### config.mk
export PLATFORM = sky130hd
export DESIGN_NAME = hmbs_div9
export DESIGN_NICKNAME = d
export VERILOG_FILES = /design/src/design/hmbs_pkg.sv /design/src/design/hmbs_div9.sv
export SDC_FILE = /design/constraint.sdc
export NUM_CORES = 1
export LEC_CHECK = 0
export ABC_AREA = 1
export BUFFER_PORTS_ARGS = -buffer_cell sky130_fd_sc_hd__buf_2
export CAP_MARGIN = 20
export CORE_AREA = 2 2 136 138
export DETAILED_ROUTE_END_ITERATION = 7
export DIE_AREA = 0 0 138 140
export PLACE_DENSITY = 0.55
export SLEW_MARGIN = 15
export SYNTH_ARGS = -nofsm -noshare
export SYNTH_HDL_FRONTEND = slang
export SYNTH_SLANG_ARGS = --single-unit
### constraint.sdc
create_clock -name clk -period 7.49 [get_ports clk]
set_input_delay 0.3745 -clock clk [delete_from_list [all_inputs] [get_ports clk]]
set_output_delay 0.3745 -clock clk [all_outputs]
set_load 0.02 [all_outputs]
### src/design/hmbs_pkg.sv
// ---------------------------------------------------------------------------
// hmbs_pkg
// Shared widths, codes and constants for the wrapped 3x3 height smoother.
// ---------------------------------------------------------------------------
package hmbs_pkg;

  localparam int H_W    = 16;  // q8.8 height
  localparam int IDX_W  = 6;   // column / row index of a word
  localparam int SIZE_W = 7;   // size registers and wrapped neighbor indices
  localparam int SUM_W  = 20;  // exact nine-term sum, q12.8
  localparam int MAG_W  = 19;  // magnitude of the sum

  // floor(n / 9) == (n * DIV9_MUL) >> DIV9_SHIFT for n < 2**21
  localparam int               DIV9_SHIFT = 21;
  localparam int               DIV9_MUL_W = 18;
  localparam logic [DIV9_MUL_W-1:0] DIV9_MUL = 18'd233017;

  localparam logic ACT_WRITE = 1'b0;
  localparam logic ACT_READ  = 1'b1;

  localparam logic CFG_COLS = 1'b0;
  localparam logic CFG_ROWS = 1'b1;

  localparam logic [SIZE_W-1:0] SIZE_RESET = 7'd64;

  typedef enum logic [4:0] {
    S_IDLE  = 5'b00001,
    S_FETCH = 5'b00010,
    S_LAST  = 5'b00100,
    S_DIV   = 5'b01000,
    S_DONE  = 5'b10000
  } state_t;

endpackage

### src/design/hmbs_div9.sv
// ---------------------------------------------------------------------------
// hmbs_div9
// Signed divide by nine, truncating toward zero, by reciprocal multiply.
// ---------------------------------------------------------------------------
module hmbs_div9 import hmbs_pkg::*; (
  input  logic                    clk,
  input  logic                    start,
  input  logic signed [SUM_W-1:0] sum,
  output logic signed [H_W-1:0]   quot
);

  logic [SUM_W-1:0]            abs_w;
  logic [MAG_W-1:0]            mag_w;
  logic [MAG_W+DIV9_MUL_W-1:0] prod_w;
  logic [H_W-1:0]              qmag_r;
  logic                        neg_r;

  assign abs_w  = sum[SUM_W-1] ? SUM_W'(-sum) : SUM_W'(sum);
  assign mag_w  = abs_w[MAG_W-1:0];
  assign prod_w = (MAG_W+DIV9_MUL_W)'(mag_w) * (MAG_W+DIV9_MUL_W)'(DIV9_MUL);

  always_ff @(posedge clk) begin
    if (start) begin
      qmag_r <= prod_w[DIV9_SHIFT+H_W-1:DIV9_SHIFT];
      neg_r  <= sum[SUM_W-1];
    end
  end

  assign quot = neg_r ? H_W'(-qmag_r) : qmag_r;

endmodule

==> results.cfg <==
[worst_setup_path]
cp_common_cell = nand2_1
crit_path_end_kind = flip-flop
cpPeakStageDelay_ps = 550
required_ps = 7480
arrival_ps = 6550
critPathMaxFanout = 6
crit_path_top_delay_cell = fa_1
startpoint_type = input pin
critPathKind = input pin to flip-flop

[run]
drv_cap = 0

[logic_synthesis]
yosys.area_share.simple_pct = 16.1
syn_inst = 857
yosys.area.top_type = ha_1
synth_top_cell_area_share_pct = 26.6
synth_nets = 1103
synth_fa_ha_area_share_pct = 48.5
syn-cell-area_mm2 = 0.00697
synthMuxAreaShare_pct = 0
synth-compound-area-share_pct = 8.87
synth.area.top_cells = ha_1 27%, fa_1 22%, inv_1 10%, nand2_1 7.4%, edfxtp_1 7.3%
ys_warn_count = 0
yosysUniqueCellTypes = 41
avgSynthCellArea_um2 = 8.13
synth_top_family_by_area = adder cells
synthXorXnorAreaFrac_pct = 8.19
synth_seq_cells = 17
ys_seq_area_share_pct = 7.32

[timing]
slew_viol_final = 0
finalSetupTns_ps = 0
max_freq_mhz = 153
post-route-period-util_pct = 87.5
fin_crit_ps = 6560
worstMarginPinSlew_ps = 758
slew-limit-headroom_pct = 48.9
setup_viol = 0
rsz0062_at_grt = no
hold_slack_ps = 566
hold_viol = 0

[clocking]
numCtsBuffers = 3
ctsHoldBuffers = 0
htreeDepth = 1
tritoncts = yes
clockRootBuffer = clkbuf_16
clock_sinks = 17
cts_resized = 0
clkSlewWorstSetupHoldPaths_ps = 50
clockBufferDepth = 2
post-cts-setup-buffers = 0

[detailed_routing]
initialDrtViolationCount = 246
remaining_drc_errors = 0
via_per_inst = 4.70
wire_per_inst_um = 14.2
vias = 5289
antenna_left = 0
drtPass1Iterations = 4
wirelength_um = 15900

[cells_and_area]
antennaDiodeCount = 0
finalNetCount = 1143
drive_gt1_share_pct = 8.93
utilization_pct = 42.3
synthToLayoutAreaGrowth_pct = 7.77
finalInstanceArea_mm2 = 0.00751

[global_routing]
grt-ovfl-total = 0
grt_pass1_vias = 5537
grt_max_degree = 18
antenna_found_initial = 0
grt_pass1_wl_um = 27200
grt_usage_pct = 17.2

[hold_path]
hold_end = qmag_r[5]$_DFFE_PP_
holdCritPathClass = input pin to flip-flop
min_from = start
hold_path_depth = 1

[placement]
dp_hpwl_um = 14800
port_buffers = 37
placed_area_mm2 = 0.00743
gp_congestion = 0.860

[die]
dieArea_mm2 = 0.0193
rows = 49
start_util_pct = 39.2
die-width_um = 138
ios = 38
die_h_um = 140
core_mm2 = 0.0178

[status]
outcome = finished, final reports clean
area by class of cell:
class	count	area, um^2
Clock buffer	4	78.8
Fill cell	1855	10300
Sequential cell	17	510
Timing Repair Buffer	38	193
Tap cell	229	287
Inverter	199	747
Multi-Input combinational cell	638	5700
worst max-delay path by stage:
| stage | from | slack, ps | endpoint |
|---|---|---|---|
| final | sum[0] | 930 | qmag_r[13]$_DFFE_PP_ |
| after global routing | sum[0] | 470 | qmag_r[13]$_DFFE_PP_ |
| after CTS | sum[0] | 900 | qmag_r[15]$_DFFE_PP_ |
| after detailed placement | sum[0] | 650 | qmag_r[15]$_DFFE_PP_ |
| after global placement | sum[0] | 750 | qmag_r[15]$_DFFE_PP_ |
| after floorplan | sum[1] | 1400 | qmag_r[10]$_DFFE_PP_ |
registers in the layout (all words and copies together) (netlist names):
name    cells
neg_r       1
qmag_r     16
routing by layer:
| metal | vias to the layer above | GRT usage (%) | share of wire [%] |
|---|---|---|---|
| met5 | - | 0 | 0 |
| met4 | 0 | 2.79 | 1.4 |
| met3 | 12 | 0.786 | 2.2 |
| met2 | 71 | 30.8 | 48 |
| met1 | 2423 | 23.4 | 49 |
| li1 | 2783 | - | - |
cells by family after synthesis:
group | after synthesis
buffers and inverters | 202
flip-flops | 17
AO/OA/AOI/OAI | 99
AND/OR/NAND/NOR | 260
XOR/XNOR | 54
adder cells (fa/ha/maj) | 225
cell usage in the layout, fill, tap and decap left out, drive strengths merged, types with 2 or more instances in the layout:
cell	count
a211oi	2
a21boi	4
a21o	13
a21oi	39
a31oi	4
and3	5
buf	38
clkbuf	4
edfxtp	17
fa	76
ha	148
inv	199
nand2	139
nand3	29
nand4	2
nor2	68
nor3	15
o21a	2
o21ai	27
o21bai	6
xnor2	11
xor2	43
synthesized netlist by cell type, drive strengths merged:
master,number
a211oi,2
a21boi,4
a21o,13
a21oi,39
a31oi,4
and3,5
buf,2
clkbuf,1
edfxtp,17
fa,76
ha,148
inv,199
maj3,1
nand2,139
nand3,29
nand4,2
nor2,68
nor3,15
nor4,1
o211ai,1
o21a,2
o21ai,27
o21bai,6
o31ai,1
or2,1
xnor2,11
xor2,43
stage by stage:
stage | worst slack (ps) | cells
finish | 934 | 1125
global route | 466 | 1125
CTS | 902 | 1125
detailed placement | 651 | 1121
global placement | 750 | 1121
floorplan | 1400 | 857
worst max-delay path: cells and delay by family:
family / cells / cell delay [ps]
adder cells (fa/ha/maj): 8 / 3500
AND/OR/NAND/NOR: 10 / 1000
AO/OA/AOI/OAI: 5 / 890
XOR/XNOR: 1 / 470
buffers and inverters: 4 / 320
Power is left out: the tool's default activity adds up to more than one toggle a clock period on the data nets, which glitch-free logic cannot reach.
